### src/sv/mexp_pkg.sv
// Shared types, constants and the control store of the modular exponentiation block.
package mexp_pkg;

  // Fixed width of every operand and result field on the channels.
  localparam int unsigned DATA_W    = 64;
  // Default operand width used inside the datapath.
  localparam int unsigned WIDTH_DEF = 64;

  // Control store addressing.
  localparam int unsigned UPC_W = 4;
  typedef logic [UPC_W-1:0] upc_t;

  localparam upc_t UPC_LOAD      = 4'd0;
  localparam upc_t UPC_INIT      = 4'd1;
  localparam upc_t UPC_RED       = 4'd2;
  localparam upc_t UPC_RED_WAIT  = 4'd3;
  localparam upc_t UPC_SQ        = 4'd4;
  localparam upc_t UPC_SQ_WAIT   = 4'd5;
  localparam upc_t UPC_TEST      = 4'd6;
  localparam upc_t UPC_MULB      = 4'd7;
  localparam upc_t UPC_MULB_WAIT = 4'd8;
  localparam upc_t UPC_NEXT      = 4'd9;
  localparam upc_t UPC_OUT       = 4'd10;

  // Datapath action of a step.
  typedef enum logic [2:0] {
    ACT_NONE,
    ACT_LOAD,
    ACT_INIT,
    ACT_MUL_RED,
    ACT_MUL_SQ,
    ACT_MUL_B,
    ACT_NEXT,
    ACT_OUT
  } mexp_act_e;

  // What a step waits for before it completes.
  typedef enum logic [1:0] {
    HOLD_NONE,
    HOLD_IN,
    HOLD_MUL,
    HOLD_OUT
  } mexp_hold_e;

  // Jump condition, evaluated when the step completes.
  typedef enum logic [2:0] {
    COND_NEVER,
    COND_ALWAYS,
    COND_ERR,
    COND_BIT_CLR,
    COND_MORE
  } mexp_cond_e;

  // Destination of a finished modular product.
  typedef enum logic {
    DST_B,
    DST_R
  } mexp_dst_e;

  typedef struct packed {
    mexp_act_e  act;
    mexp_hold_e hold;
    mexp_cond_e cond;
    upc_t       target;
  } mexp_uword_t;

  // Sequencer to datapath.
  typedef struct packed {
    mexp_act_e act;
    logic      go;
  } mexp_ctrl_t;

  // Datapath to sequencer.
  typedef struct packed {
    logic in_valid;
    logic mul_done;
    logic out_free;
    logic mod_zero;
    logic bit_clr;
    logic more_bits;
  } mexp_stat_t;

  function automatic mexp_uword_t mexp_uw(mexp_act_e act, mexp_hold_e hold,
                                          mexp_cond_e cond, upc_t target);
    mexp_uword_t w;
    w.act    = act;
    w.hold   = hold;
    w.cond   = cond;
    w.target = target;
    return w;
  endfunction

  // The microprogram: load, reduce the base, then square per bit, multiply per set bit.
  function automatic mexp_uword_t mexp_ucode(upc_t pc);
    mexp_uword_t w;
    unique case (pc)
      UPC_LOAD:      w = mexp_uw(ACT_LOAD,    HOLD_IN,   COND_NEVER,   UPC_LOAD);
      UPC_INIT:      w = mexp_uw(ACT_INIT,    HOLD_NONE, COND_ERR,     UPC_OUT);
      UPC_RED:       w = mexp_uw(ACT_MUL_RED, HOLD_NONE, COND_NEVER,   UPC_LOAD);
      UPC_RED_WAIT:  w = mexp_uw(ACT_NONE,    HOLD_MUL,  COND_NEVER,   UPC_LOAD);
      UPC_SQ:        w = mexp_uw(ACT_MUL_SQ,  HOLD_NONE, COND_NEVER,   UPC_LOAD);
      UPC_SQ_WAIT:   w = mexp_uw(ACT_NONE,    HOLD_MUL,  COND_NEVER,   UPC_LOAD);
      UPC_TEST:      w = mexp_uw(ACT_NONE,    HOLD_NONE, COND_BIT_CLR, UPC_NEXT);
      UPC_MULB:      w = mexp_uw(ACT_MUL_B,   HOLD_NONE, COND_NEVER,   UPC_LOAD);
      UPC_MULB_WAIT: w = mexp_uw(ACT_NONE,    HOLD_MUL,  COND_NEVER,   UPC_LOAD);
      UPC_NEXT:      w = mexp_uw(ACT_NEXT,    HOLD_NONE, COND_MORE,    UPC_SQ);
      UPC_OUT:       w = mexp_uw(ACT_OUT,     HOLD_OUT,  COND_ALWAYS,  UPC_LOAD);
      default:       w = mexp_uw(ACT_NONE,    HOLD_NONE, COND_ALWAYS,  UPC_LOAD);
    endcase
    return w;
  endfunction

endpackage

### src/sv/mexp_mulmod.sv
// Interleaved shift-and-add modular multiplier, one multiplier bit per cycle.
module mexp_mulmod import mexp_pkg::*; #(
  parameter int unsigned WIDTH = WIDTH_DEF
) (
  input  logic             clk_i,
  input  logic             rst_ni,
  input  logic             start_i,
  input  logic [WIDTH-1:0] a_i,
  input  logic [WIDTH-1:0] b_i,
  input  logic [WIDTH-1:0] m_i,
  output logic             busy_o,
  output logic             done_o,
  output logic [WIDTH-1:0] res_o
);

  localparam int unsigned CNT_W = $clog2(WIDTH);

  logic             busy_q, busy_d;
  logic             done_q, done_d;
  logic [CNT_W-1:0] cnt_q, cnt_d;
  logic [WIDTH-1:0] acc_q, acc_d;
  logic [WIDTH-1:0] a_q, a_d;
  logic [WIDTH-1:0] sb_q, sb_d;
  logic [WIDTH-1:0] m_q, m_d;

  logic [WIDTH+1:0] sum;
  logic [WIDTH+1:0] m1;
  logic [WIDTH+1:0] m2;
  logic [WIDTH+1:0] red;

  // The running value and the addend are below the modulus, so 2*acc + a stays
  // below three times the modulus and at most two subtractions bring it back.
  always_comb begin
    m1  = (WIDTH+2)'(m_q);
    m2  = m1 << 1;
    sum = ((WIDTH+2)'(acc_q) << 1) + (sb_q[WIDTH-1] ? (WIDTH+2)'(a_q) : '0);
    if (sum >= m2) begin
      red = sum - m2;
    end else if (sum >= m1) begin
      red = sum - m1;
    end else begin
      red = sum;
    end
  end

  always_comb begin
    busy_d = busy_q;
    done_d = 1'b0;
    cnt_d  = cnt_q;
    acc_d  = acc_q;
    a_d    = a_q;
    sb_d   = sb_q;
    m_d    = m_q;
    if (start_i) begin
      busy_d = 1'b1;
      cnt_d  = '0;
      acc_d  = '0;
      a_d    = a_i;
      sb_d   = b_i;
      m_d    = m_i;
    end else if (busy_q) begin
      acc_d = red[WIDTH-1:0];
      sb_d  = sb_q << 1;
      cnt_d = cnt_q + 1'b1;
      if (cnt_q == CNT_W'(WIDTH-1)) begin
        busy_d = 1'b0;
        done_d = 1'b1;
      end
    end
  end

  always_ff @(posedge clk_i or negedge rst_ni) begin
    if (!rst_ni) begin
      busy_q <= 1'b0;
      done_q <= 1'b0;
      cnt_q  <= '0;
    end else begin
      busy_q <= busy_d;
      done_q <= done_d;
      cnt_q  <= cnt_d;
    end
  end

  always_ff @(posedge clk_i) begin
    acc_q <= acc_d;
    a_q   <= a_d;
    sb_q  <= sb_d;
    m_q   <= m_d;
  end

  assign busy_o = busy_q;
  assign done_o = done_q;
  assign res_o  = acc_q;

`ifndef SYNTHESIS
  a_start_idle: assert property (@(posedge clk_i) disable iff (!rst_ni)
    start_i |-> !busy_q)
    else $error("multiplier started while busy");

  a_acc_reduced: assert property (@(posedge clk_i) disable iff (!rst_ni)
    busy_q |-> (acc_q < m_q))
    else $error("partial product not reduced below the modulus");

  a_done_pulse: assert property (@(posedge clk_i) disable iff (!rst_ni)
    done_q |-> !busy_q && !$past(done_q))
    else $error("done is not a single pulse after the scan");
`endif

endmodule

### config.mk
export PLATFORM = sky130hd
export DESIGN_NAME = mexp_mulmod
export DESIGN_NICKNAME = d
export VERILOG_FILES = /design/src/sv/mexp_pkg.sv /design/src/sv/mexp_mulmod.sv
export SDC_FILE = /design/constraint.sdc
export NUM_CORES = 1
export LEC_CHECK = 0
export ABC_AREA = 1
export BUFFER_PORTS_ARGS = -buffer_cell sky130_fd_sc_hd__buf_2
export CAP_MARGIN = 10
export CORE_MARGIN = 4
export CORE_UTILIZATION = 26
export DETAILED_ROUTE_END_ITERATION = 10
export GPL_ROUTABILITY_DRIVEN = 0
export SLEW_MARGIN = 5
export SYNTH_ARGS = -nofsm -noshare
export SYNTH_HDL_FRONTEND = slang
export SYNTH_SLANG_ARGS = --single-unit
export TNS_END_PERCENT = 100
### constraint.sdc
create_clock -name clk_i -period 7 [get_ports clk_i]
set_clock_uncertainty 0.15 [all_clocks]
set_input_delay 0.7 -clock clk_i [delete_from_list [all_inputs] [get_ports clk_i]]
set_output_delay 0.7 -clock clk_i [all_outputs]
set_load 0.02 [all_outputs]
# ---- After elaboration in Yosys (flattened, before gate mapping)
# Index checks and enable logic that the tools add are counted.
dict set report totals {
  n_memories 0
  romBits 0
  output_inout_bits 66
  ramBits 0
  latch_bits 0
  register_bits 264
  in_bits 195
}
dict set report classes {
  mux 13
  eq_ne 1
  n_bitwise 0
  n_addsub 4
  reduce_logical 1
  n_shift 0
  multipliers 0
  div_mod_pow 0
  magnitude_cmp 2
}
# operator count
set ops {}
lappend ops {{2-to-1 mux 64 bit} 5}
lappend ops {{subtractor 64 bit} 2}
lappend ops {{adder 65 x 64 -> 66 bit} 1}
lappend ops {{greater-or-equal comparator 66 x 64 -> 1 bit} 1}
lappend ops {{greater-or-equal comparator 66 x 65 -> 1 bit} 1}
lappend ops {{2-to-1 mux 6 bit} 2}
lappend ops {{adder 6 x 1 -> 6 bit, second input constant} 1}
lappend ops {{equality test 6 bit, second input constant} 1}
lappend ops {{2-to-1 mux 1 bit} 6}
lappend ops {{nonzero test 2 bit} 1}

# ---- Depth between registers and ports, before layout
dict set report logic_depth {
  ltp_word 5
  depth_mapped 41
  depth_no_buf 39
}

# ---- Worst setup path before layout
# No wires, ideal clock.
dict set report synth_timing {
  kind {register to register}
  start {reg sb_q[63]}
  end {reg acc_q[57], in the netlist res_o[57]}
  required_ps 6731
  stages_incl_launch_ff 35
  period_less_slack_ps 4455
  path_buffers 4
  slack_ps 2545
  t_arrival_ps 4186
  path_cell_list {edfxtp_1 -> clkbuf_1 -> clkbuf_1 -> nand2_1 -> inv_1 -> ha_1 -> a21oi_1 -> o21ai_1 -> nand2_1 -> nand2_1 -> nand2_1 -> nand2_1 -> nand2_1 -> nand3_1 -> a21boi_0 -> xor2_1 -> inv_1 -> ha_1 -> nand2_1 -> nor2_1 -> inv_2 -> nor2_1 -> nand2_1 -> nor3_1 -> nand2_1 -> nand2_2 -> nand2_1 -> nand2_1 -> nand2_1 -> nand2_2 -> inv_2 -> buf_4 -> buf_4 -> nand3_1 -> a21oi_1}
}
dict set report synth_via {
  elab_chain_cells 5
  word_cells_on_any_way 8
}
# element line_no
set synth_lines {}
lappend synth_lines {{start: declaration} mexp_mulmod.sv:23} ;# logic [WIDTH-1:0] sb_q, sb_d;
lappend synth_lines {{start signal: assignment} mexp_mulmod.sv:87} ;# sb_q <= sb_d;
lappend synth_lines {{2-to-1 mux 64 bit (*)} mexp_mulmod.sv:36} ;# sum = ((WIDTH+2)'(acc_q) << 1) + (sb_q[WIDTH-1] ? (WIDTH+2)'(a_q) : '0);
lappend synth_lines {{adder 65 x 64 -> 66 bit (*)} mexp_mulmod.sv:36}
lappend synth_lines {{subtractor 64 bit / greater-or-equal comparator 66 x 64 -> 1 bit (equally long branches)} {mexp_mulmod.sv:40, mexp_mulmod.sv:39}}
lappend synth_lines {{2-to-1 mux 64 bit} mexp_mulmod.sv:39} ;# end else if (sum >= m1) begin
lappend synth_lines {{2-to-1 mux 64 bit (*)} mexp_mulmod.sv:37} ;# if (sum >= m2) begin
lappend synth_lines {{end signal: assignment} mexp_mulmod.sv:85} ;# acc_q <= acc_d;
lappend synth_lines {{end: declaration} mexp_mulmod.sv:21} ;# logic [WIDTH-1:0] acc_q, acc_d;
# Mark *: on every way between the ends. The rest lies on a longest branch, timed or not.
# A chain may end at the register's enable or synchronous reset.

# ---- Worst setup path after layout
dict set report layout_timing {
  start {reg sb_q[63]}
  end {reg acc_q[62], in the netlist res_o[62]}
}
# Same word-level chain as after synthesis.

==> flow_summary.json <==
{
  "status": "finished clean",
  "post_drt_wl_per_cell_um": 20.5,
  "die_area_um2": 103000,
  "hold_viol_final": 0,
  "worst-path-max-fanout": 33,
  "core_um2": 96900,
  "drv_slew": 0,
  "track_usage": 0.208,
  "drtAntennaViolNets": 0,
  "start_util": 0.263,
  "synth_area_um2": 25400,
  "clk_pin_slew_ns": 0.07,
  "dr.pass1.iters": 7,
  "regArea_um2": 7250,
  "synthFlopType": "edfxtp_1",
  "cpMostUsedCell": "nand2_1",
  "grt_max_degree": 96,
  "routed_wl_mm": 112,
  "syn-num-nets": 4323,
  "post-route-util": 0.300,
  "chipWidth_um": 321,
  "ys_ff_latch": 264,
  "clk_latency_ns": 0.65,
  "tns_ns": 0,
  "crit_path_start": "sb_q[63]",
  "dpl.hpwl_mm": 94.0,
  "startpoint_type": "register",
  "vias": 27700,
  "fin_crit_sh": 0.912,
  "max-cap-violations": 0,
  "crit_buf_inv": 10,
  "layout-drive-gt1-share": 0.0933,
  "clockBufferDepth": 3,
  "cts.sinks": 264,
  "row_count": 114,
  "power.density_nw_per_um2": 476,
  "cp.required_ns": 7.39,
  "synth-edff-count": 192,
  "grt_pass1_wl_mm": 161,
  "hp-class": "in -> reg",
  "cts_root_buf": "clkbuf_16",
  "grt_pass1_vias": 25800,
  "yosysWarnings": 0,
  "fp.dieH_um": 321,
  "hp-start": "m_i[0]",
  "num-fill-cells": 10800,
  "layout_common_cells": "nand2_1, inv_1, nor2_1, a21oi_1, buf_2",
  "peakVddDrop_mv": 0.269,
  "htreeDepth": 1,
  "drt_iter0_markers": 3013,
  "routed_via_density": 5.05,
  "syn-instance-count": 3933,
  "power.leakage_nw": 14.4,
  "antenna_found_initial": 6,
  "ys_types": 52,
  "drcViolationCount": 0,
  "worst_slew_pin_slew_ns": 0.990,
  "boundaryPins": 261,
  "worstPathArrival_ns": 6.77,
  "async_flop_share": 0.0303,
  "r2r_start": "sb_q[63]",
  "cpPeakStageDelay_ns": 0.43,
  "critPathTopFamily": "simple AND/OR/NAND/NOR gates",
  "numCtsBuffers": 31,
  "criticalPathCategory": "reg -> reg",
  "synth.yosys.seq_area_share": 0.285,
  "io_buffers": 260,
  "cp_slowest_cell": "edfxtp_1",
  "multi_input_area_um2": 15500,
  "setup_viol": 0,
  "fin_crit_ns": 6.38,
  "max-slew-margin-rel": 0.340,
  "crit_path_end_kind": "register",
  "cts_tree": "done",
  "avgSynthCellArea_um2": 6.47,
  "nNetsFinal": 4568,
  "syn_to_final_growth_pct": 14.4,
  "fmax_ghz": 0.157,
  "grt-ovfl-total": 0,
  "mostFrequentLayoutCell": "nand2_1",
  "rsz0062_at_grt": "no"
}
==> per-stage QoR <==
stage                     area (um^2)  worst slack (ns)  hold WS [ns]  std cells  power, mW
after CTS                       29100             0.655        0.0331       5478       13.6
after global placement          28100             0.706         0.340       5420       11.9
final                           29100             0.616        0.0768       5479       13.9
after detailed placement        28100             0.688         0.344       5420       11.8
after floorplan                 25400              2.54         0.254       3933       8.64
after global routing            29100            0.0272        0.0498       5478       14.7
==> what timing repair did <==
item / 4_1_cts / 5_1_grt
hold endpoints to repair: 8 / 0
endpoints found under the setup margin: 0 / 2
gates resized for setup: 0 / 1
buffers inserted: 0 / 0
hold buffers: 1 / 0
==> cells by family (layout without fill, tap and decap cells) <==
logic type	Yosys count	after routing	share of synthesized area
other	0	1	0
AO/OA/AOI/OAI	728	728	0.154
AND/OR/NAND/NOR	1934	1934	0.312
flip-flops	264	264	0.285
XOR/XNOR	137	137	0.0472
buffers and inverters	675	944	0.106
adder cells (fa/ha/maj)	195	195	0.0968
==> worst register-to-register path, delay by kind of cell (launching register included) <==
family,cells,cell delay (ns)
simple gates,20,2.66
xor+xnor,1,0.30
compound gates,1,0.31
fa+ha+maj,2,0.78
buf+inv,10,1.64
flops,1,0.43
==> final timing paths <==
check / to / depth (start not counted) / slack, ns
worst max-delay path: res_o[62] / 34 / 0.62
worst min-delay path: m_q[0] / 1 / 0.08
worst max register to register: res_o[62] / 34 / 0.62
worst min register to register: res_o[0] / 2 / 0.35
max in group asynchronous: busy_o / 2 / 6.20
min in group asynchronous: cnt_q[1] / 2 / 0.31
==> cells in the mapped netlist (14+ instances only) <==
cell / instances / area share
ha_1: 192 / 0.094
o21a_1: 14 / 0.0041
xnor2_1: 42 / 0.014
dfxtp_1: 64 / 0.050
nand3_1: 232 / 0.046
a21oi_1: 406 / 0.080
inv_1: 582 / 0.086
nand2_2: 18 / 0.0044
nor2_1: 406 / 0.060
nand4_1: 35 / 0.0086
a21o_1: 18 / 0.0053
buf_6: 16 / 0.0071
edfxtp_1: 192 / 0.23
nor3_1: 46 / 0.0091
o21bai_1: 36 / 0.011
nand2_1: 1148 / 0.17
xor2_1: 95 / 0.033
inv_2: 22 / 0.0032
o21ai_0: 216 / 0.042
clkbuf_1: 38 / 0.0056
==> power breakdown <==
group	leakage (nW)	switching, mW	internal [mW]
logic	11.3	7.00	2.99
registers	2.59	0.292	1.95
clock network	0.453	0.741	0.891
total	14.4	8.04	5.82
==> per-layer routing <==
metal | track usage | wire, um | vias to the layer above | share of wire
li1 | - | - | 13300 | -
met1 | 0.264 | 44700 | 12600 | 0.40
met2 | 0.324 | 47800 | 1505 | 0.43
met3 | 0.0498 | 12000 | 294 | 0.11
met4 | 0.119 | 7710 | 4 | 0.069
met5 | 0 | 27 | - | 0.00024
==> flip-flops by register name (all words and copies together), names as in the netlist <==
signal / count
a_q: 64
busy_o: 1
cnt_q: 6
done_o: 1
m_q: 64
res_o: 64
sb_q: 64
==> layout make-up <==
cell class,count,share of cell area
Antenna cell,1,0.0000860
Sequential cell,264,0.249
Tap cell,1276,0.0549
Inverter,605,0.0781
Clock inverter,14,0.00495
Clock buffer,43,0.0282
Timing Repair Buffer,282,0.0517
Multi-Input combinational cell,2994,0.533
Power figures use the tool's default switching activity.
