[src/sv/mexp_pkg.sv]
// Shared types, constants and the control store of the modular exponentiation block.
package mexp_pkg;

  // Fixed width of every operand and result field on the channels.
  localparam int unsigned DATA_W    = 64;
  // Default operand width used inside the datapath.
  localparam int unsigned WIDTH_DEF = 64;

  // Control store addressing.
  localparam int unsigned UPC_W = 4;
  typedef logic [UPC_W-1:0] upc_t;

  localparam upc_t UPC_LOAD      = 4'd0;
  localparam upc_t UPC_INIT      = 4'd1;
  localparam upc_t UPC_RED       = 4'd2;
  localparam upc_t UPC_RED_WAIT  = 4'd3;
  localparam upc_t UPC_SQ        = 4'd4;
  localparam upc_t UPC_SQ_WAIT   = 4'd5;
  localparam upc_t UPC_TEST      = 4'd6;
  localparam upc_t UPC_MULB      = 4'd7;
  localparam upc_t UPC_MULB_WAIT = 4'd8;
  localparam upc_t UPC_NEXT      = 4'd9;
  localparam upc_t UPC_OUT       = 4'd10;

  // Datapath action of a step.
  typedef enum logic [2:0] {
    ACT_NONE,
    ACT_LOAD,
    ACT_INIT,
    ACT_MUL_RED,
    ACT_MUL_SQ,
    ACT_MUL_B,
    ACT_NEXT,
    ACT_OUT
  } mexp_act_e;

  // What a step waits for before it completes.
  typedef enum logic [1:0] {
    HOLD_NONE,
    HOLD_IN,
    HOLD_MUL,
    HOLD_OUT
  } mexp_hold_e;

  // Jump condition, evaluated when the step completes.
  typedef enum logic [2:0] {
    COND_NEVER,
    COND_ALWAYS,
    COND_ERR,
    COND_BIT_CLR,
    COND_MORE
  } mexp_cond_e;

  // Destination of a finished modular product.
  typedef enum logic {
    DST_B,
    DST_R
  } mexp_dst_e;

  typedef struct packed {
    mexp_act_e  act;
    mexp_hold_e hold;
    mexp_cond_e cond;
    upc_t       target;
  } mexp_uword_t;

  // Sequencer to datapath.
  typedef struct packed {
    mexp_act_e act;
    logic      go;
  } mexp_ctrl_t;

  // Datapath to sequencer.
  typedef struct packed {
    logic in_valid;
    logic mul_done;
    logic out_free;
    logic mod_zero;
    logic bit_clr;
    logic more_bits;
  } mexp_stat_t;

  function automatic mexp_uword_t mexp_uw(mexp_act_e act, mexp_hold_e hold,
                                          mexp_cond_e cond, upc_t target);
    mexp_uword_t w;
    w.act    = act;
    w.hold   = hold;
    w.cond   = cond;
    w.target = target;
    return w;
  endfunction

  // The microprogram: load, reduce the base, then square per bit, multiply per set bit.
  function automatic mexp_uword_t mexp_ucode(upc_t pc);
    mexp_uword_t w;
    unique case (pc)
      UPC_LOAD:      w = mexp_uw(ACT_LOAD,    HOLD_IN,   COND_NEVER,   UPC_LOAD);
      UPC_INIT:      w = mexp_uw(ACT_INIT,    HOLD_NONE, COND_ERR,     UPC_OUT);
      UPC_RED:       w = mexp_uw(ACT_MUL_RED, HOLD_NONE, COND_NEVER,   UPC_LOAD);
      UPC_RED_WAIT:  w = mexp_uw(ACT_NONE,    HOLD_MUL,  COND_NEVER,   UPC_LOAD);
      UPC_SQ:        w = mexp_uw(ACT_MUL_SQ,  HOLD_NONE, COND_NEVER,   UPC_LOAD);
      UPC_SQ_WAIT:   w = mexp_uw(ACT_NONE,    HOLD_MUL,  COND_NEVER,   UPC_LOAD);
      UPC_TEST:      w = mexp_uw(ACT_NONE,    HOLD_NONE, COND_BIT_CLR, UPC_NEXT);
      UPC_MULB:      w = mexp_uw(ACT_MUL_B,   HOLD_NONE, COND_NEVER,   UPC_LOAD);
      UPC_MULB_WAIT: w = mexp_uw(ACT_NONE,    HOLD_MUL,  COND_NEVER,   UPC_LOAD);
      UPC_NEXT:      w = mexp_uw(ACT_NEXT,    HOLD_NONE, COND_MORE,    UPC_SQ);
      UPC_OUT:       w = mexp_uw(ACT_OUT,     HOLD_OUT,  COND_ALWAYS,  UPC_LOAD);
      default:       w = mexp_uw(ACT_NONE,    HOLD_NONE, COND_ALWAYS,  UPC_LOAD);
    endcase
    return w;
  endfunction

endpackage

[src/sv/mexp_seq.sv]
// Microprogram sequencer: step counter, control store lookup and conditional jumps.
module mexp_seq import mexp_pkg::*; (
  input  logic       clk_i,
  input  logic       rst_ni,
  input  mexp_stat_t stat_i,
  output mexp_ctrl_t ctrl_o
);

  upc_t        pc_q, pc_d;
  mexp_uword_t word;
  logic        go;
  logic        take;

  always_comb begin
    word = mexp_ucode(pc_q);

    unique case (word.hold)
      HOLD_NONE: go = 1'b1;
      HOLD_IN:   go = stat_i.in_valid;
      HOLD_MUL:  go = stat_i.mul_done;
      HOLD_OUT:  go = stat_i.out_free;
    endcase

    unique case (word.cond)
      COND_NEVER:   take = 1'b0;
      COND_ALWAYS:  take = 1'b1;
      COND_ERR:     take = stat_i.mod_zero;
      COND_BIT_CLR: take = stat_i.bit_clr;
      COND_MORE:    take = stat_i.more_bits;
      default:      take = 1'b0;
    endcase

    if (!go) begin
      pc_d = pc_q;
    end else if (take) begin
      pc_d = word.target;
    end else begin
      pc_d = pc_q + 1'b1;
    end

    ctrl_o.act = word.act;
    ctrl_o.go  = go;
  end

  always_ff @(posedge clk_i or negedge rst_ni) begin
    if (!rst_ni) begin
      pc_q <= UPC_LOAD;
    end else begin
      pc_q <= pc_d;
    end
  end

`ifndef SYNTHESIS
  a_done_in_wait: assert property (@(posedge clk_i) disable iff (!rst_ni)
    stat_i.mul_done |-> (word.hold == HOLD_MUL))
    else $error("product finished outside a wait step");
`endif

endmodule

[config.mk]
export PLATFORM = sky130hd
export DESIGN_NAME = mexp_seq
export DESIGN_NICKNAME = d
export VERILOG_FILES = /design/src/sv/mexp_pkg.sv /design/src/sv/mexp_seq.sv
export SDC_FILE = /design/constraint.sdc
export NUM_CORES = 1
export LEC_CHECK = 0
export BUFFER_PORTS_ARGS = -buffer_cell sky130_fd_sc_hd__buf_4
export CORE_AREA = 3 3 40 42
export DETAILED_ROUTE_END_ITERATION = 10
export DIE_AREA = 0 0 43 45
export GPL_ROUTABILITY_DRIVEN = 1
export PLACE_DENSITY = 0.67
export SKIP_LAST_GASP = 1
export SYNTH_ARGS = -nofsm -noshare
export SYNTH_HDL_FRONTEND = slang
export SYNTH_SLANG_ARGS = --single-unit
[constraint.sdc]
create_clock -name clk_i -period 2.9 [get_ports clk_i]
set_input_delay 0.58 -clock clk_i [delete_from_list [all_inputs] [get_ports clk_i]]
set_output_delay 0.58 -clock clk_i [all_outputs]
set_load 0.02 [all_outputs]
== Yosys cells after proc, flatten, opt, wreduce, memory -nomap -nowiden ==
Memory sizes are Yosys's and may differ from the RTL's.
Cells that the tools add are included.

* Register bits: 4
* Latch bits: 0
* Memories kept: 1
* Memory bits (writable): 0
* Memory bits (read-only): 192

{| class="wikitable"
|+ Memories
! memory !! words !! bits a word !! rd ports !! clocked after memory_dff !! wr ports !! line !! text
|-
| (name not given) || 16 || 12 || 1 || 0 || 0 || mexp_pkg.sv:96 || <nowiki>unique case (pc)</nowiki>
|}

* $lt $le $gt $ge: 0
* Eq/ne operators: 7
* Bitwise operators: 0
* Reduce and logical (&&, ||, !) cells: 1
* Div/mod/pow operators: 0
* Multipliers: 0
* Add/sub/neg operators: 1
* Shifts and indexed selects: 0
* Multiplexer cells: 3

{| class="wikitable"
|+ Operators with widths
! operator !! count
|-
| 1-bit case mux with 4 select lines || 2
|-
| 3-bit by 2-bit == test with 1-bit output, second input constant || 2
|-
| 4-bit by 1-bit adder with 4-bit output, second input constant || 1
|-
| 2-bit == test, second input constant || 2
|-
| 4-bit two-way mux || 1
|-
| 3-bit by 1-bit == test with 1-bit output, second input constant || 1
|-
| 3-bit == test, second input constant || 1
|-
| 2-bit by 1-bit == test with 1-bit output, second input constant || 1
|-
| 2-bit zero test || 1
|}

== Depth between registers and ports, before layout ==
Gate-level depths: netlist (run 1).
An unclocked memory read counts as a cell.

* Depth in word-level cells: 4
* Mapped depth: 8
* Gate-level depth less buffers: 7

== Worst setup path before layout (run 1) ==
OpenSTA, ideal clock, no wires.

* Path kind: register -> output
* Start point: reg pc_q[0]
* End point: out ctrl_o[0] (netlist name)
* Data required time: 2.320 ns
* Buffers on the path: 1
* Setup slack: 0.543 ns
* Stages on the path, launching flop included: 9
* Arrival: 1.777 ns
* Cell sequence: dfrtp_1 > inv_1 > ha_1 > nor2_1 > o221ai_2 > or4_4 > nand2_2 > inv_1 > buf_4

* Cells in the longest elaborated chain, start to end: 3

{| class="wikitable"
|+ Ends and longest elaborated chain
! item !! line !! text
|-
| start, declared || mexp_seq.sv:9 || <nowiki>upc_t pc_q, pc_d;</nowiki>
|-
| start signal, assigned || mexp_seq.sv:49 || <nowiki>pc_q <= pc_d;</nowiki>
|-
| memory 16 x 12 bit * || n/a ||
|-
| 2-bit == test, or another cell as far along || mexp_seq.sv:17 || <nowiki>unique case (word.hold)</nowiki>
|-
| 1-bit case mux with 4 select lines * || mexp_seq.sv:17 ||
|-
| end, declared || mexp_seq.sv:6 || <nowiki>output mexp_ctrl_t ctrl_o</nowiki>
|}

Mark *: on every way between the ends. The rest lies on a longest branch, timed or not.

==> flow_summary.toml, run 1 <==
[critical_path]
path_common_cell = "inv_1"
r2r_slack_ps = 870
rr_endpoint = "pc_q[3]"
arrival_ps = 2160
worst_ep_required_time_ps = 2320
critPathMaxStageDelay_ps = 550
crit_chain = "inv_1 > ha_1 > nand3b_1 > o221ai_2 > or4_4 > nand2_2 > inv_1 > buf_4"
critPathKind = "flip-flop to output pin"
rr_startpoint = "pc_q[1]"
r2r_cells = 7
worstSetupEndpointType = "output pin"
cp_slowest_cell = "or4_4"
critical_path.max_fanout = 7
startpoint_type = "flip-flop"

[yosys]
synth_seq_area_share = 0.193
ys_top_cells_by_area = "dfrtp_1 19%, ha_1 9.7%, mux2i_1 5.8%, a21oi_1 4.8%, nand2b_1 4.8%"
yosysMostFrequentCell = "a21oi_1"
postSynthCellCount = 60
synth_nets = 72
synth-seq-cells = 4
synth_edf_count = 0
post_synth_most_frequent_cells = "5 x a21oi_1, 4 x dfrtp_1, 4 x ha_1, 4 x inv_1, 4 x nand2b_1"
yosysWarnings = 0
yosysTopAreaCell = "dfrtp_1"
yosysUniqueCellTypes = 36
synth.avg_cell_area_um2 = 8.63
async_flop_share = 1.00
syn_area_um2 = 518
synth-main-ff-cell = "dfrtp_1"
synth_top_area_frac = 0.193

[detailed_routing]
drtAntennaViolNets = 0
wire_per_inst_um = 13.0
drtIter0Drc = 3
route.detailed.drc = 0
vias = 488
finalWirelength_um = 1120
routed_via_density = 5.67
drt-pass1-iter-count = 4

[clock_tree]
cts.sinks = 4
cts_resized = 0
hold_buffers = 0
h-tree-depth = 1
cts_tree = "yes"
path_clk_slew_ps = 40
cts_setup_buffers = 0
cts_buffers = 3
clk_latency_ps = 230
clock-root-buffer = "clkbuf_4"
cts_buffer_depth = 2

[place]
dp_hpwl_um = 855
gp_congestion = 0.775
port_buffers = 11
place_area_um2 = 599

[sta]
layout_min_cycle_time_ps = 2740
skew_ps = 0.316
period_share = 0.946
fmax_mhz = 364
finalSetupViolations = 0
rsz0062_at_grt = "no"
tightest_slew_ps = 441
holdWs_ps = 133
tns_ps = 0
slew_headroom = 0.706
hold_viol = 0
drv_slew = 0

[power]
p_per_area_nw_per_um2 = 1330
p_sw_uw = 406
p_int_uw = 418
pwr-share-clk = 0.083
p_leak_nw = 0.296
p_comb_frac = 0.736
p_sw_frac = 0.493
vdd_drop_max_v = 0.000551
seqPwrFrac = 0.181

[floorplanning]
initial_utilization = 0.403
coreArea_um2 = 1280
die_y_um = 45
io_pins = 12
die_w_um = 43
design.die.area_um2 = 1940
rows = 13

[layout]
fin_area_um2 = 622
drive_above_1_share = 0.296
diodes = 0
largest_registers = "pc_q (4)"
area_growth_pct = 20.0
fin_util = 0.484
regMostFlops = "pc_q"
largest_reg_flops = 4
fin_nets = 85

[grt]
antenna_found_initial = 0
grt_pass1_wl_um = 1780
grt_max_degree = 16
grt_use_total = 0.120
busiest_layer = "met2"
grt_pass1_vias = 433
grt.met1_usage = 0.144
grt-ovfl-total = 0
met2_usage = 0.213
use_met3 = 0.0159

[min_path]
hp-class = "input pin to asynchronous set/reset pin"

[run]
drv_cap = 0

[outcome]
outcome = "completed"
layer usage:
layer,up-vias,wire length [um],part of all wire
met5,-,0,0
met4,0,0,0
met3,0,43,0.038
met2,8,580,0.52
met1,235,496,0.44
li1,245,-,-
stage by stage:
stage / instances / power, mW / worst slack, ps
finish: 86 / 0.824 / 156
global route: 86 / 0.894 / 22.8
CTS: 86 / 0.831 / 151
detailed placement: 83 / 0.757 / 413
global placement: 83 / 0.755 / 430
floorplan: 60 / 0.617 / 543
worst max-delay path by stage:
stage / start / end
2_1_floorplan: pc_q[0] / ctrl_o[0]
3_3_place_gp: pc_q[1] / ctrl_o[0]
3_5_place_dp: pc_q[0] / ctrl_o[0]
4_1_cts: pc_q[0] / ctrl_o[0]
5_1_grt: pc_q[0] / ctrl_o[0]
6_report: pc_q[1] / ctrl_o[0]
final cells by class:
type | count | area (um2)
inverter | 4 | 15.0
tap | 15 | 18.8
clock buffer | 3 | 22.5
sequential | 4 | 100
timing repair buffer | 12 | 90.1
multi-input combinational | 48 | 375
fill | 128 | 663
critical path, delay by kind of cell (launching register included):
family          cells  cell delay (ps)
simple gates        3              790
flops               1              440
buf+inv             3              320
fa+ha+maj           1              270
compound gates      1              110
cells by family after synthesis:
family | synth area share
AO/OA/AOI/OAI | 0.348
flip-flops | 0.193
buffers and inverters | 0.0821
adder cells (fa/ha/maj) | 0.0966
AND/OR/NAND/NOR | 0.222
multiplexers | 0.0580
power by group through the flow:
stage | clock, mW | combinational [mW] | sequential, mW
floorplan | 0 | 0.503 | 0.114
CTS | 0.0729 | 0.612 | 0.147
global placement | 0 | 0.608 | 0.147
detailed placement | 0 | 0.610 | 0.148
global route | 0.0761 | 0.663 | 0.155
finish | 0.0681 | 0.606 | 0.150
layout by cell type (no fill, tap or decap), types with 2 or more instances in the layout:
master / instances
a21oi_1: 5
and3_1: 2
buf_4: 12
clkbuf_4: 3
dfrtp_1: 4
ha_1: 4
inv_1: 4
mux2i_1: 3
nand2b_1: 4
nand3b_1: 2
nor2_1: 3
o211ai_2: 2
o21bai_1: 2
Power figures use the tool's default switching activity.
==> run 2, diff against run 1 <==
REMOVE_ABC_BUFFERS = 1   (was not set)
==> flow_summary.toml, run 2 (same netlist as run 1, synthesis figures left out) <==
[critical_path]
startpoint_type = "flip-flop"
r2r_cells = 7
worstSetupEndpointType = "output pin"
arrival_ps = 2200
r2r_slack_ps = 850
rr_startpoint = "pc_q[0]"
critPathKind = "flip-flop to output pin"
worst_ep_required_time_ps = 2320
rr_endpoint = "pc_q[1]"
critical_path.max_fanout = 7

[detailed_routing]
route.detailed.drc = 0
wire_per_inst_um = 12.6
drtAntennaViolNets = 0
drt-pass1-iter-count = 4
drtIter0Drc = 7
finalWirelength_um = 1090
routed_via_density = 5.49
vias = 472

[sta]
final.setup.worst_slack_ps = 122
hold_viol = 0
drv_slew = 0
finalSetupViolations = 0
tns_ps = 0
fmax_mhz = 360
layout_min_cycle_time_ps = 2780
skew_ps = 1.98
tightest_slew_ps = 407
rsz0062_at_grt = "no"
holdWs_ps = 136
slew_headroom = 0.729
period_share = 0.958

[grt]
met2_usage = 0.189
grt.met1_usage = 0.156
antenna_found_initial = 0
grt_max_degree = 16
grt-ovfl-total = 0
grt_pass1_vias = 435
grt_pass1_wl_um = 1740
busiest_layer = "met2"
use_met3 = 0.00398
grt_use_total = 0.115

[clock_tree]
hold_buffers = 0
cts_tree = "yes"
cts_buffers = 3
h-tree-depth = 1
clk_latency_ps = 230
path_clk_slew_ps = 40
cts.sinks = 4
cts_resized = 0
cts_setup_buffers = 0
cts_buffer_depth = 2
clock-root-buffer = "clkbuf_4"

[floorplanning]
io_pins = 12
coreArea_um2 = 1280
die_w_um = 43
design.die.area_um2 = 1940
die_y_um = 45
initial_utilization = 0.403
rows = 13

[layout]
final_cell_mix = "12 x buf_4, 5 x a21oi_1"
fin_nets = 85
largest_registers = "pc_q (4)"
stdcell_count = 86
diodes = 0
final_common_cell = "buf_4"
register_area_um2 = 100
multi_input_area_um2 = 375
drive_above_1_share = 0.296
area_growth_pct = 20.0
fin_area_um2 = 622
regMostFlops = "pc_q"
fillers = 127
largest_reg_flops = 4

[place]
place_inst = 83
dp_hpwl_um = 866
port_buffers = 11
pre_cts_ws_ps = 378
gp_congestion = 0.754
place_area_um2 = 599

[outcome]
outcome = "completed"

[power]
p_per_area_nw_per_um2 = 1320
p_leak_nw = 0.296
vdd_drop_max_v = 0.000582

[run]
drv_cap = 0

[min_path]
hp-class = "input pin to asynchronous set/reset pin"
==> run 2: metal layers <==
metal | vias to the layer above | share of wire
met3 | 0 | 0.055
met5 | - | 0
met2 | 19 | 0.47
li1 | 246 | -
met1 | 207 | 0.48
met4 | 0 | 0
==> run 2: worst max path at each step <==
stage	start	end	slack (ps)	cells after the start
6_report	pc_q[0]	ctrl_o[0]	120	8
5_1_grt	pc_q[0]	ctrl_o[0]	20	8
4_1_cts	pc_q[0]	ctrl_o[0]	130	8
3_5_place_dp	pc_q[0]	ctrl_o[0]	380	8
3_3_place_gp	pc_q[0]	ctrl_o[0]	380	8
2_1_floorplan	pc_q[0]	ctrl_o[0]	620	7
==> run 2: layout make-up <==
cell class              count  share of cell area
flip-flops and latches      4               0.161
clock buffers               3              0.0362
inverters                   4              0.0241
multi-input cells          48               0.604
repair buffers             12               0.145
well taps                  15              0.0302
==> run 2: worst max-delay path: stages, from the launching register on <==
cell and delay (ps):
dfrtp_1 460, inv_1 110, ha_1 280, nor2_1 140, o221ai_2 130, or4_4 550
nand2_2 110, inv_1 40, buf_4 150
==> run 2: stage by stage <==
step	utilization	power, mW
floorplan	-	0.580
global placement	0.466	0.761
detailed placement	0.466	0.755
CTS	0.484	0.827
global route	0.484	0.895
finish	0.484	0.821
==> run 2: power breakdown <==
part	total [mW]	internal, mW	switching [mW]	leakage (nW)
sequential	0.147	0.0860	0.0608	0.0494
combinational	0.608	0.286	0.322	0.233
clock	0.0658	0.0461	0.0197	0.0138
==> run 3, diff against run 2 <==
GPL_TIMING_DRIVEN = 0   (was not set)
PLACE_DENSITY = 0.63   (was 0.67)
==> flow_summary.toml, run 3 (same netlist as run 1, synthesis figures left out) <==
[run]
drv_cap = 0

[detailed_routing]
drtAntennaViolNets = 0
route.detailed.drc = 0
routed_via_density = 5.59
finalWirelength_um = 1130
vias = 475
wire_per_inst_um = 13.3
drtIter0Drc = 20
drt-pass1-iter-count = 4

[critical_path]
worstSetupEndpointType = "output pin"
rr_startpoint = "pc_q[1]"
critical_path.max_fanout = 7
worst_ep_required_time_ps = 2320
critPathKind = "flip-flop to output pin"
arrival_ps = 2170
startpoint = "pc_q[1]"
startpoint_type = "flip-flop"

[clock_tree]
cts_buffer_depth = 2
clk_latency_ps = 230
path_clk_slew_ps = 40
hold_buffers = 0
cts_setup_buffers = 0
clock-root-buffer = "clkbuf_4"
cts_tree = "yes"
h-tree-depth = 1
cts_buffers = 3
cts.sinks = 4

[outcome]
outcome = "completed"

[power]
p_sw_frac = 0.495
vdd_drop_max_v = 0.000544
seqPwrFrac = 0.206
pwr-share-clk = 0.083
p_sw_uw = 402
p_int_uw = 411
p_per_area_nw_per_um2 = 1320
p_comb_frac = 0.712
p_leak_nw = 0.290

[sta]
tns_ps = 0
fmax_mhz = 364
skew_ps = 0.873
drv_slew = 0
period_share = 0.948
slew_headroom = 0.630
hold_viol = 0
rsz0062_at_grt = "no"
tightest_slew_ps = 554
layout_min_cycle_time_ps = 2750
finalSetupViolations = 0

[floorplanning]
design.die.area_um2 = 1940
rows = 13
initial_utilization = 0.403
coreArea_um2 = 1280
die_w_um = 43
die_y_um = 45
io_pins = 12

[layout]
regMostFlops = "pc_q"
register_area_um2 = 101
area_growth_pct = 18.8
largest_registers = "pc_q (4)"
diodes = 0
fin_area_um2 = 616
largest_reg_flops = 4
fillers = 131
fin_nets = 84
final_common_cell = "buf_4"
drive_above_1_share = 0.300
multi_input_area_um2 = 375
final_cell_mix = "11 x buf_4, 5 x a21oi_1, 4 x inv_1, 4 x nand2b_1, 4 x ha_1"

[min_path]
hp-class = "input pin to asynchronous set/reset pin"

[grt]
grt_pass1_vias = 417
antenna_found_initial = 0
met2_usage = 0.192
grt-ovfl-total = 0
grt_pass1_wl_um = 1840
grt_use_total = 0.124
use_met3 = 0.0120
busiest_layer = "met2"
grt_max_degree = 20
grt.met1_usage = 0.176

[place]
dp_hpwl_um = 870
gp_congestion = 0.761
port_buffers = 11
place_area_um2 = 592
## run 3: cell types whose count changed in the layout (fill, tap and decap cells not counted)
cell,delta
buf_4,-1
dfrtp_1,-1
dfrtp_2,+1
## run 3: path summary, 6_finish.rpt
check / end / slack [ps] / cells after the start
max in group asynchronous: pc_q[0] / 2660 / 1
min in group clk_i: pc_q[0] / 590 / 1
worst min-delay path: pc_q[1] / 130 / 1
worst min register to register: pc_q[0] / 590 / 1
worst max register to register: pc_q[1] / 890 / 7
worst max-delay path: ctrl_o[0] / 150 / 8
## run 3: area by class of cell
cell class | instances | area share
Multi-Input combinational cell | 48 | 0.610
Sequential cell | 4 | 0.165
Timing Repair Buffer | 11 | 0.134
Clock buffer | 3 | 0.0366
Tap cell | 15 | 0.0305
Inverter | 4 | 0.0244
## run 3: metrics by stage
step           worst slack (ps)  hold WS [ps]  utilization  power [mW]  instances
2_1_floorplan               615           284            -       0.580         56
3_3_place_gp                387           376        0.461       0.743         82
3_5_place_dp                366           376        0.461       0.749         82
4_1_cts                     109           126        0.478       0.821         85
5_1_grt                    7.08           120        0.479       0.894         85
6_report                    152           134        0.479       0.814         85
## run 3: power groups by stage
stage                     registers (mW)  logic, mW  clock network [mW]
after floorplan                    0.142      0.437                   0
after global placement             0.164      0.579                   0
after detailed placement           0.164      0.585                   0
after CTS                          0.163      0.586              0.0717
after global routing               0.176      0.643              0.0751
final                              0.167      0.579              0.0674
## run 3: critical path, stage by stage (launching register included)
cell and delay, ps:
dfrtp_1 440, inv_1 120, ha_1 260, nand3b_1 120, o221ai_2 130, or4_4 560
nand2_2 110, inv_1 40, buf_4 140
## run 3: what timing repair did
action	CTS	global route
endpoints found under the setup margin	0	1
endpoints found under the hold margin	0	0
resized for setup	0	1
## run 3: routing by layer
metal | wire length (um) | vias to the layer above
met1 | 541 | 216
met3 | 82 | 0
met5 | 0 | -
li1 | - | 244
met2 | 508 | 15
met4 | 0 | 0
